**src/rtl/core/tixc_pkg.sv**
```systemverilog
package tixc_pkg;

	localparam int SAMPLE_BITS  = 16;
	localparam int MAX_BINS_DEF = 1024;

	localparam int PROD_W    = 2 * SAMPLE_BITS;
	localparam int TERM_W    = PROD_W + 1;
	localparam int POW_W     = 47;
	localparam int XC_W      = 48;
	localparam int BIN_OUT_W = 10;
	localparam int CNT_W     = 16;
	localparam int NBINS_W   = 11;

	localparam int CFG_IDX_W  = 4;
	localparam int CFG_DATA_W = 16;

	localparam logic [CFG_IDX_W-1:0] REG_BINS_IN_USE      = CFG_IDX_W'(0);
	localparam logic [CFG_IDX_W-1:0] REG_SPECTRA_PER_DUMP = CFG_IDX_W'(1);

	localparam logic [NBINS_W-1:0] NBINS_RST = NBINS_W'(1024);
	localparam logic [CNT_W-1:0]   NSPEC_RST = CNT_W'(1024);

	localparam int FIFO_DEPTH = 8;
	localparam int FIFO_PTR_W = 3;
	localparam int FIFO_CNT_W = FIFO_PTR_W + 1;
	localparam int OCC_W      = FIFO_CNT_W + 1;

	typedef struct packed {
		logic signed [SAMPLE_BITS-1:0] a_re;
		logic signed [SAMPLE_BITS-1:0] a_im;
		logic signed [SAMPLE_BITS-1:0] b_re;
		logic signed [SAMPLE_BITS-1:0] b_im;
	} sample_t;

	typedef struct packed {
		logic        [BIN_OUT_W-1:0] bin_index;
		logic        [POW_W-1:0]     power_a;
		logic        [POW_W-1:0]     power_b;
		logic signed [XC_W-1:0]      cross_real;
		logic signed [XC_W-1:0]      cross_imag;
		logic        [CNT_W-1:0]     spectra_count;
		logic                        last_bin;
	} result_t;

	typedef struct packed {
		logic [POW_W-1:0] pa;
		logic [POW_W-1:0] pb;
		logic [XC_W-1:0]  cr;
		logic [XC_W-1:0]  ci;
	} acc_t;

	typedef struct packed {
		logic             is_final;
		logic             end_spec;
		logic [CNT_W-1:0] count;
	} tag_t;

	typedef struct packed {
		logic signed [TERM_W-1:0] pa;
		logic signed [TERM_W-1:0] pb;
		logic signed [TERM_W-1:0] cr;
		logic signed [TERM_W-1:0] ci;
	} terms_t;

endpackage

```
**src/rtl/core/tixc_fifo.sv**
```systemverilog
module tixc_fifo import tixc_pkg::*; (
	input  logic                  clk,
	input  logic                  arst_n,
	input  logic                  push,
	input  result_t               wdata,
	output logic                  out_valid,
	input  logic                  out_ready,
	output result_t               out_data,
	output logic [FIFO_CNT_W-1:0] count
);

	result_t               buf_q [FIFO_DEPTH];
	logic [FIFO_PTR_W-1:0] wr_ptr_q;
	logic [FIFO_PTR_W-1:0] rd_ptr_q;
	logic [FIFO_CNT_W-1:0] cnt_q;
	logic                  pop;

	assign out_valid = (cnt_q != '0);
	assign out_data  = buf_q[rd_ptr_q];
	assign pop       = out_valid && out_ready;
	assign count     = cnt_q;

	always_ff @(posedge clk) begin
		if (push) begin
			buf_q[wr_ptr_q] <= wdata;
		end
	end

	always_ff @(posedge clk or negedge arst_n) begin
		if (!arst_n) begin
			wr_ptr_q <= '0;
			rd_ptr_q <= '0;
			cnt_q    <= '0;
		end else begin
			if (push) begin
				wr_ptr_q <= wr_ptr_q + FIFO_PTR_W'(1);
			end
			if (pop) begin
				rd_ptr_q <= rd_ptr_q + FIFO_PTR_W'(1);
			end
			case ({push, pop})
				2'b10:   cnt_q <= cnt_q + FIFO_CNT_W'(1);
				2'b01:   cnt_q <= cnt_q - FIFO_CNT_W'(1);
				default: cnt_q <= cnt_q;
			endcase
		end
	end

endmodule

```
**config.mk**
```make
export PLATFORM = sky130hd
export DESIGN_NAME = tixc_fifo
export DESIGN_NICKNAME = d
export VERILOG_FILES = /design/src/rtl/core/tixc_pkg.sv /design/src/rtl/core/tixc_fifo.sv
export SDC_FILE = /design/constraint.sdc
export NUM_CORES = 2
export LEC_CHECK = 0
export ABC_AREA = 1
export BUFFER_PORTS_ARGS = -buffer_cell sky130_fd_sc_hd__buf_2
export CELL_PAD_IN_SITES_DETAIL_PLACEMENT = 1
export CELL_PAD_IN_SITES_GLOBAL_PLACEMENT = 1
export CORE_MARGIN = 1.5
export CORE_UTILIZATION = 53
export CTS_CLUSTER_DIAMETER = 200
export CTS_CLUSTER_SIZE = 25
export DETAILED_ROUTE_END_ITERATION = 16
export PLACE_DENSITY = 0.8
export SYNTH_ARGS = -nofsm -noshare
export SYNTH_HDL_FRONTEND = slang
export SYNTH_SLANG_ARGS = --single-unit
```
**constraint.sdc**
```tcl
create_clock -name clk -period 25 [get_ports clk]
set_clock_uncertainty 0.05 [all_clocks]
set_input_delay 2.5 -clock clk [delete_from_list [all_inputs] [get_ports clk]]
set_output_delay 2.5 -clock clk [all_outputs]
set_load 0.01 [all_outputs]
```
==> results.md <==
* Ys Warns at 0
* CP endpoint: out_data[47]
* Combined area of the multi-input logic cells at 0.0142 mm²
* Largest net degree at the start of global routing at 236
* FF-to-FF setup slack at just over 20000 ps
* Synthesized area at 0.0684 mm²
* Fill cells at 12800
* Slew Viols, Final at 0
* Delay-heaviest family, CP: buffers and inverters
* Synth Instances at around 5400
* Seq pwr share at between 40% and 50%
* Buf+Inv Stages, Crit Path at 6
* CTS tree: yes
* Full die area at 0.131 mm²
* RSZ-0062 raised after global routing: no
* Port bufs at 442
* Pwr/cell area at ~110 mW/mm²
* Worst R2R End: buf_q[3][112]$_DFFE_PP_
* Final min period at 9630 ps
* CTS root buf: clkbuf_16
* Yosys top cell area share at 76.2%
* Antenna Nets Post-Route at 0
* Critical path cell sequence: inv_8, buf_4, buf_4, buf_4, buf_4, o21ai_1, o21ai_1, nand2_1, nand2_1, buf_2
* # hold bufs at CTS at 0
* Setup-failing EPs final at 0
* Die Height at 362 µm
* First-pass GRT wire length at 266000 µm
* Critical Path RT at 22450 ps
* Initial antenna violation count at 67
* Number of global-route vias before repair at 44900
* Synth top area cells: edfxtp_1 76%, nor2_1 7.2%, o21ai_1 6.0%
* HPWL Detailed at 96900 µm
* CTS Buf Count at 79
* Final hold viol count at 0
* Logic pwr share at 38.4%
* Synth Net Count at 5635
* Iteration-0 DRC Markers at 4064
* Dominant cell type by area after synthesis: edfxtp_1
* Setup crit end kind: output pin
* Worst Setup Path Type: reg -> out
* Slowest CP cell: buf_4
* Total chip power at 0.00833 W
* Synthesis-to-finish area growth at 7.81%
* Crit path largest cell delay at 980 ps
* WL/cell at 23.9 µm
* Register area at between 0.05 and 0.06 mm²
* H-tree depth at 3
* Startpoint Class: flip-flop
* GRT overflow at 0
* Slew at the pin closest to its max-slew limit at ~1300 ps
* Leak at 25.0 nW
* Critical Path AT at 7080 ps
* Share of cells above drive strength 1 at 10.5%
* Fin crit share at 38.5%
* Clk Latency, worst-skew pair at 690 ps
* Die extent in x at 362 µm
* Psw at between 0.003 and 0.004 W
* CTS resizes at 0
* Post-CTS setup buffers at 0
* Reg-to-reg startpoint: wr_ptr_q[0]$_DFFE_PN0P_
* Initial Utilization at 53.5%
* Core region area at 0.128 mm²
* Clock power share at 17.7%
* Num ports at 443
* Crit-path max FO at 166
* CTS Sinks at 1746
* Unique masters post-synth at 23
* Run status: finished, final reports clean
* Stages on worst setup path at 10
* Final worst slack at approximately 15000 ps
* Gpl congestion at 0.761
* Worst reg2reg path depth at 5
* Post-place setup slack at 16150 ps
* Total Routing Usage GR at 26.5%
* Worst-path clk slew at 100 ps
* Std cell rows at 131
* Max Fclk at 0.104 GHz
* Drt pass-1 iters at 5
* Pint at 0.00506 W
* Vias per inst at 5.83
* Max-Cap Viols at 0
* DRC Markers at 0
* Layout Nets at a little under 6000
* Synthesized area per cell at 12.6 µm²
* Final WL at 176000 µm
* Setup tns final at 0 ps
* Total number of vias at 42900
* Hold crit path type: reg -> reg
* CP dominant cell by count: buf_4
* Register area share after synthesis at 76.6%
* Sw frac at 39.3%
* Max_slew headroom at 16.1%
* Clock Path Buffers at 3
* Setup crit start: rd_ptr_q[0]$_DFFE_PN0N_
* Max IR drop VDD at 0.115 mV
* Synth Register Bits at 1746
## metal layers
metal	up-vias	global-route usage [%]	wire [µm]
met2	1050	44.9	88600
met5	-	0	362
met1	21900	35.1	72400
met3	290	4.28	9790
li1	19500	-	-
met4	54	8.45	4920
## flip-flops by register name, indices dropped and copies added, names as in the netlist
name and count:
buf_q 1736, count 4, rd_ptr_q 3, wr_ptr_q 3
## power by group through the flow
stage               clock network [W]  registers (W)  logic [W]
floorplan                           0        0.00376    0.00212
global placement                    0        0.00371    0.00306
detailed placement                  0        0.00373    0.00320
CTS                           0.00150        0.00366    0.00323
global route                  0.00157        0.00369    0.00354
finish                        0.00147        0.00366    0.00320
## synth_stat cells (all sizes together)
cell type	instances
dfrtp	10
xnor2	2
a21oi	1
buf	167
clkbuf	171
nand3b	1
nor2	1313
nand2	676
inv	13
edfxtp	1736
ha	5
xor2	4
o21ai	1305
nand3	4
or2	1
## layout by cell type (no fill, tap or decap), drive strengths merged, types with 2 or more instances in the layout
master	instances
clkbuf	91
nand2	676
inv	13
xor2	4
xnor2	2
buf	497
diode	34
o21ai	1305
ha	5
nor2	1313
nand3	4
clkinv	2
edfxtp	1736
dfrtp	10
## how the worst min path moves through the flow
stage | from | endpoint | slack, ps | depth (start not counted)
6_report | wr_ptr_q[0]$_DFFE_PN0P_ | wr_ptr_q[0]$_DFFE_PN0P_ | 500 | 2
5_1_grt | wr_ptr_q[0]$_DFFE_PN0P_ | wr_ptr_q[0]$_DFFE_PN0P_ | 540 | 2
4_1_cts | wr_ptr_q[0]$_DFFE_PN0P_ | wr_ptr_q[0]$_DFFE_PN0P_ | 510 | 2
3_5_place_dp | wr_ptr_q[0]$_DFFE_PN0P_ | wr_ptr_q[0]$_DFFE_PN0P_ | 490 | 2
3_3_place_gp | wr_ptr_q[0]$_DFFE_PN0P_ | wr_ptr_q[0]$_DFFE_PN0P_ | 470 | 2
2_1_floorplan | wr_ptr_q[0]$_DFFE_PN0P_ | wr_ptr_q[0]$_DFFE_PN0P_ | 440 | 2
## layout make-up
class	instances	share of cell area, %
well taps	1662	2.82
clock inverters	2	0.0441
flip-flops and latches	1746	71.1
inverters	13	0.0865
repair buffers	497	3.71
diodes	34	0.115
multi-input cells	3312	19.3
clock buffers	91	2.89
## metrics by stage
| stage | hold WS, ps | util (%) | instances | area (µm²) |
|---|---|---|---|---|
| 2_1_floorplan | 443 | - | 5409 | 68400 |
| 3_3_place_gp | 468 | 55.9 | 7230 | 71500 |
| 3_5_place_dp | 485 | 55.9 | 7230 | 71500 |
| 4_1_cts | 508 | 57.6 | 7323 | 73600 |
| 5_1_grt | 540 | 57.6 | 7342 | 73700 |
| 6_report | 501 | 57.7 | 7357 | 73700 |
## cell families (layout without fill, tap and decap cells)
family | after synthesis | after routing | synth area share [%]
compound gates | 1306 | 1306 | 9.56
xor+xnor | 6 | 6 | 0.0768
fa+ha+maj | 5 | 5 | 0.0915
buf+inv | 351 | 603 | 2.71
flops | 1746 | 1746 | 76.6
other cells | 0 | 34 | 0
simple gates | 1995 | 1995 | 11.0
## tightest hold or removal path, stage by stage, from the launching register on
cell and delay (ps):
dfrtp_1 400, nand2_1 70, nand2_1 50
Power figures use the tool's default switching activity.
