`config.mk`:
```
export PLATFORM = sky130hd
export DESIGN_NAME = tixc_seq
export DESIGN_NICKNAME = d
export VERILOG_FILES = /design/src/rtl/core/tixc_pkg.sv /design/src/rtl/core/tixc_seq.sv
export SDC_FILE = /design/constraint.sdc
export NUM_CORES = 1
export LEC_CHECK = 0
export ABC_AREA = 1
export BUFFER_PORTS_ARGS = -buffer_cell sky130_fd_sc_hd__buf_2
export CAP_MARGIN = 20
export CORE_UTILIZATION = 36
export DETAILED_ROUTE_END_ITERATION = 6
export GPL_ROUTABILITY_DRIVEN = 1
export GPL_TIMING_DRIVEN = 0
export HOLD_SLACK_MARGIN = 0.12
export PLACE_DENSITY = 0.6
export SLEW_MARGIN = 20
export SYNTH_ARGS = -nofsm -noshare
export SYNTH_HDL_FRONTEND = slang
export SYNTH_SLANG_ARGS = --single-unit
```
`constraint.sdc`:
```
create_clock -name clk -period 3.54 [get_ports clk]
set_clock_uncertainty 0.15 [all_clocks]
set_input_delay 0.354 -clock clk [delete_from_list [all_inputs] [get_ports clk]]
set_output_delay 0.354 -clock clk [all_outputs]
set_load 0.05 [all_outputs]
```
`src/rtl/core/tixc_pkg.sv`:
```
package tixc_pkg;

	localparam int SAMPLE_BITS  = 16;
	localparam int MAX_BINS_DEF = 1024;

	localparam int PROD_W    = 2 * SAMPLE_BITS;
	localparam int TERM_W    = PROD_W + 1;
	localparam int POW_W     = 47;
	localparam int XC_W      = 48;
	localparam int BIN_OUT_W = 10;
	localparam int CNT_W     = 16;
	localparam int NBINS_W   = 11;

	localparam int CFG_IDX_W  = 4;
	localparam int CFG_DATA_W = 16;

	localparam logic [CFG_IDX_W-1:0] REG_BINS_IN_USE      = CFG_IDX_W'(0);
	localparam logic [CFG_IDX_W-1:0] REG_SPECTRA_PER_DUMP = CFG_IDX_W'(1);

	localparam logic [NBINS_W-1:0] NBINS_RST = NBINS_W'(1024);
	localparam logic [CNT_W-1:0]   NSPEC_RST = CNT_W'(1024);

	localparam int FIFO_DEPTH = 8;
	localparam int FIFO_PTR_W = 3;
	localparam int FIFO_CNT_W = FIFO_PTR_W + 1;
	localparam int OCC_W      = FIFO_CNT_W + 1;

	typedef struct packed {
		logic signed [SAMPLE_BITS-1:0] a_re;
		logic signed [SAMPLE_BITS-1:0] a_im;
		logic signed [SAMPLE_BITS-1:0] b_re;
		logic signed [SAMPLE_BITS-1:0] b_im;
	} sample_t;

	typedef struct packed {
		logic        [BIN_OUT_W-1:0] bin_index;
		logic        [POW_W-1:0]     power_a;
		logic        [POW_W-1:0]     power_b;
		logic signed [XC_W-1:0]      cross_real;
		logic signed [XC_W-1:0]      cross_imag;
		logic        [CNT_W-1:0]     spectra_count;
		logic                        last_bin;
	} result_t;

	typedef struct packed {
		logic [POW_W-1:0] pa;
		logic [POW_W-1:0] pb;
		logic [XC_W-1:0]  cr;
		logic [XC_W-1:0]  ci;
	} acc_t;

	typedef struct packed {
		logic             is_final;
		logic             end_spec;
		logic [CNT_W-1:0] count;
	} tag_t;

	typedef struct packed {
		logic signed [TERM_W-1:0] pa;
		logic signed [TERM_W-1:0] pb;
		logic signed [TERM_W-1:0] cr;
		logic signed [TERM_W-1:0] ci;
	} terms_t;

endpackage

```
`src/rtl/core/tixc_seq.sv`:
```
module tixc_seq import tixc_pkg::*; #(
	parameter int MAX_BINS = MAX_BINS_DEF
) (
	input  logic                        clk,
	input  logic                        arst_n,
	input  logic                        accept,
	input  logic [NBINS_W-1:0]          nbins,
	input  logic [CNT_W-1:0]            nspec,
	output logic [$clog2(MAX_BINS)-1:0] bin,
	output tag_t                        tag
);

	localparam int IDX_W = $clog2(MAX_BINS);

	logic [IDX_W-1:0] bin_q;
	logic [CNT_W-1:0] spec_q;
	logic [IDX_W-1:0] last_bin;
	logic [CNT_W-1:0] last_spec;

	// zero bins acts as one, too many saturates
	always_comb begin
		if (nbins == '0) begin
			last_bin = '0;
		end else if (32'(nbins) > 32'(MAX_BINS)) begin
			last_bin = IDX_W'(MAX_BINS - 1);
		end else begin
			last_bin = IDX_W'(nbins - NBINS_W'(1));
		end
		last_spec = (nspec == '0) ? '0 : nspec - CNT_W'(1);
	end

	assign bin          = bin_q;
	assign tag.end_spec = (bin_q >= last_bin);
	assign tag.is_final = (spec_q >= last_spec);
	assign tag.count    = spec_q + CNT_W'(1);

	always_ff @(posedge clk or negedge arst_n) begin
		if (!arst_n) begin
			bin_q  <= '0;
			spec_q <= '0;
		end else if (accept) begin
			if (tag.end_spec) begin
				bin_q  <= '0;
				spec_q <= tag.is_final ? '0 : spec_q + CNT_W'(1);
			end else begin
				bin_q <= bin_q + IDX_W'(1);
			end
		end
	end

endmodule

```
==> results.txt <==
The worst path required time came out at approximately 3.0 ns. For this design the static power due to leakage is 1.771 nW. The post-placement worst setup slack came out at -0.09170 ns. For this run, the total global-route usage over all layers was measured as 0.1770. The worst pin sits at a relative slew slack of 0.6005. On the worst path, the slowest cell contributes a delay of 0.26 ns. The signal arrival time at the worst endpoint came out at 2.79 ns.

In the final routing, the length of wire on met1 measures around 3500 microns. The largest net degree at the start of global routing came out at 27. The proportion of register bits with asynchronous set or reset after synthesis is 1.000. The maximum clock frequency came out at between 300 and 400 MHz. Ranked by total cell area, the synthesized netlist is headed by sky130_fd_sc_hd__dfrtp_1 (23%), sky130_fd_sc_hd__nand2_1 (16%), sky130_fd_sc_hd__ha_1 (13%).

The final-report max-slew violation count is 0. The total core area is between 7000 and 8000 sq um. The tightest min-delay check is of the input port to flip-flop type. The number of antenna diodes in the final layout is 0. The routed wire length is just over 7000 microns. In this run the cell area of the synthesized design comes to roughly 2900 sq um. The max-cap check violation count came out at 0. In this run the most critical hold path is launched from accept. The CTS tree is built. The count of clock tree sinks came out at 26.

The worst register-to-register path ends at bin[8]. A synthesized cell averages ~6.6 sq um. The maximum buffer depth of the clock tree is 2. After global routing the overflow that remains totals 0. The number of DRC markers in iteration 0 is ~160. STA classifies the critical path startpoint as an input port. Across all hold checks on the routed design, the worst slack comes to 0.2537 ns. The overall via count from detail_route came out at slightly below 3000. The category of cells accounting for the largest share of critical-path delay is buffers and inverters. Along the worst path, the maximum fanout reaches 10. The actual slew at the worst max-slew pin came out at between 0.5 and 0.6 ns. The fraction of final layout cells sized beyond drive strength 1 came out at 0.1939. In this run the power spent charging and discharging nets is 0.5413 mW.

The signal on the critical path passes through buf_2 -> inv_1 -> ha_1 -> nand2_1 -> nor2_4 -> nand3_4 -> o21ai_4 -> nand2_1 -> o21ai_1 -> ha_1 -> a21o_1 -> nor2_1 -> nand3_1 -> buf_4 -> buf_6 -> buf_2. The clock network fraction of design power is 0.176. The maximum level of the CTS H-tree is 1. The final net count came out at 557.

The net count of the mapped netlist came out at 495. The routed wire length on met3 is 213 microns. For this run, the number of Yosys warnings is 0. The setup slack of the worst register-to-register path came out at around 1.5 ns. The sequential share of power came out at 0.360.

The number of hold-slack violations in the final timing report came out at 0. The peak supply drop came out at a little over 0.2 mV. The number of buffer and inverter stages on the critical path is 5. The total DRC errors in the routed layout is 0. Setup violations remaining at the end of the flow were counted as 0. The detailed-placement wirelength estimate is 5883 microns.

The worst register-to-register path begins at bin[9]. The floorplan step defined a die boundary enclosing around 8400 sq um. The number of global-route vias before repair came out at roughly 2700.

Setup repair after global routing left no endpoint under its margin. For this design, the slowest cell found on the critical path is sky130_fd_sc_hd__ha_1. The number of buffers added on ports is 56.

The switching part of the total is 0.4784. The nature of the critical path endpoint is an output port. The count of boundary I/O pins came out at 58. The fraction of the cycle the final worst path needs is 0.9309. For this run, the leading register cell type out of synthesis is sky130_fd_sc_hd__dfrtp_1. Once detail routing completed, the nets flagged for antenna violations numbered 0. Of the post-synthesis cell area, the dominant cell type holds 0.2256.

The synthesized design spends more area on one cell type than any other, namely sky130_fd_sc_hd__dfrtp_1. The detailed route wirelength on metal2 is 3338 microns. The clock latency reported for the late side of the worst-skew pair came out at 0.27 ns.

At the end of the flow the core is filled with cells to 0.4375. The root buffer cell chosen for the clock tree is sky130_fd_sc_hd__clkbuf_8. Of the total power, combinational logic draws 0.465. Yosys mapped a number of flops with a built-in enable equal to 0. The unique cell type count in the Yosys netlist came out at 36.

Synthesis inferred 26 register bits. The detailed-route wire length per cell came out at 11.79 microns. The post-CTS setup buffer count came out at 0. The count of standard-cell rows came out at 32. Synthesis handed over a netlist of 434 instances. The hold-critical path endpoint is spec_q[9]. The cell-internal power is a little under 0.6 mW. The global-route wire length before repair is ~12000 microns.

The worst setup slack after layout is about 0.24 ns. Counting cells, the worst reg-to-reg path comes to 8. After detailed routing, the number of vias per cell comes to between 4 and 5. The overall die height is slightly above 90 microns. The global placer's final weighted congestion is 0.8273. The class of the most critical setup path is input port to output port. Subtracting the final worst setup slack from the clock period gives between 3 and 4 ns.

The flow ran to the end, and the final reports show no timing, DRC or antenna violations. After detailed routing, no signal wire sits above met4. The floorplan die width came out at slightly above 90 microns. The clock transition at the registers of the reported paths came out at ~0.09 ns. The number of antenna violations at the first check in global routing is 0.

The number of cells traversed by the worst hold path came out at 3. For this design the ratio of total power to cell area is around 330 nW/um^2. For this configuration, the core starts out at a cell density of 0.3732. The sequential area share after synthesis is 0.2256. The area growth from synthesis to layout came out at 17.22%. The first detailed-routing pass ran for 4 iterations. The number of CTS-inserted buffers came out at 3.
logic make-up after synthesis:
family	after synthesis	share of synthesized area
adders and majority gates	31	0.1345
xor gates and xnor gates	15	0.05076
buffers and inverters	56	0.08026
DFF	26	0.2256
AOI/OAI and AO/OA	55	0.1076
and+or+nand+nor	251	0.4013
power by group through the flow:
stage | logic [mW] | registers, mW | clock network, mW
global placement | 0.519 | 0.417 | 0
CTS | 0.529 | 0.410 | 0.203
detailed placement | 0.526 | 0.417 | 0
global route | 0.589 | 0.418 | 0.212
finish | 0.526 | 0.407 | 0.199
floorplan | 0.264 | 0.530 | 0
cells in the mapped netlist, types with 6 or more instances:
cell type and instances:
sky130_fd_sc_hd__ha_1 31, sky130_fd_sc_hd__nor2_2 6, sky130_fd_sc_hd__dfrtp_1 26, sky130_fd_sc_hd__o21ai_1 11
sky130_fd_sc_hd__o21ai_0 17, sky130_fd_sc_hd__nand2_1 123, sky130_fd_sc_hd__nand3_1 42, sky130_fd_sc_hd__nand4_1 10
sky130_fd_sc_hd__a21oi_1 16, sky130_fd_sc_hd__xor2_1 13, sky130_fd_sc_hd__nor2_1 34, sky130_fd_sc_hd__inv_1 46
sky130_fd_sc_hd__nor3_1 14
per-layer routing:
layer | track usage | vias to the layer above
met5 | 0 | -
met4 | 0.03704 | 0
met3 | 0.01759 | 2
met2 | 0.3139 | 50
met1 | 0.2309 | 1283
li1 | - | 1561
layout by cell type (no fill, tap or decap), drive strengths merged:
| master | n |
|---|---|
| a21boi | 2 |
| a21o | 2 |
| a21oi | 16 |
| a31oi | 1 |
| buf | 64 |
| clkbuf | 5 |
| dfrtp | 26 |
| dlygate4sd3 | 1 |
| ha | 31 |
| inv | 47 |
| nand2 | 126 |
| nand3 | 44 |
| nand3b | 5 |
| nand4 | 10 |
| nor2 | 45 |
| nor3 | 14 |
| nor4 | 2 |
| o211ai | 1 |
| o21a | 1 |
| o21ai | 29 |
| o21bai | 2 |
| o31ai | 1 |
| or2 | 5 |
| xnor2 | 2 |
| xor2 | 13 |
repair_timing:
action / in CTS / in global routing
gates resized for setup: 2 / 6
hold buffers: 1 / 0
endpoints found under the hold margin: 26 / 0
pin swaps: 0 / 0
setup endpoints to repair: 1 / 1
stage by stage:
| stage | power (mW) | cell area, sq um | cells | TNS (ns) |
|---|---|---|---|---|
| after floorplan | 0.7942 | 2884 | 434 | 0 |
| after global placement | 0.9358 | 3292 | 592 | -0.06282 |
| after detailed placement | 0.9427 | 3292 | 592 | -0.09170 |
| after CTS | 1.143 | 3362 | 597 | 0 |
| after global routing | 1.219 | 3381 | 597 | 0 |
| final | 1.131 | 3381 | 597 | 0 |
worst max path at each step:
stage             start       to  slack [ns]  cells after the start
6_report       nbins[0]  tag[16]        0.24                     16
4_1_cts        nspec[0]  tag[17]        0.04                     17
3_3_place_gp   nspec[0]  tag[17]       -0.06                     17
2_1_floorplan  nspec[0]  tag[17]        0.65                     15
3_5_place_dp   nspec[0]  tag[17]       -0.09                     17
5_1_grt        nspec[0]  tag[17]        0.02                     17
flip-flops by register name, summed over array words and instances, names as in the netlist:
signal and flops:
spec_q 16, bin 10
final cells by class:
class,count,area [sq um]
clock buffer,4,55.05
inverter,47,176.4
buffer,9,61.31
sequential,26,650.6
timing repair buffer,57,292.8
tap,102,127.6
multi-input combinational,352,2017
fill,814,4347
tightest hold or removal path, stage by stage:
cell,delay [ns]
sky130_fd_sc_hd__buf_4,0.14
sky130_fd_sc_hd__nand3_1,0.07
sky130_fd_sc_hd__o21ai_0,0.08
Power figures use the tool's default switching activity.
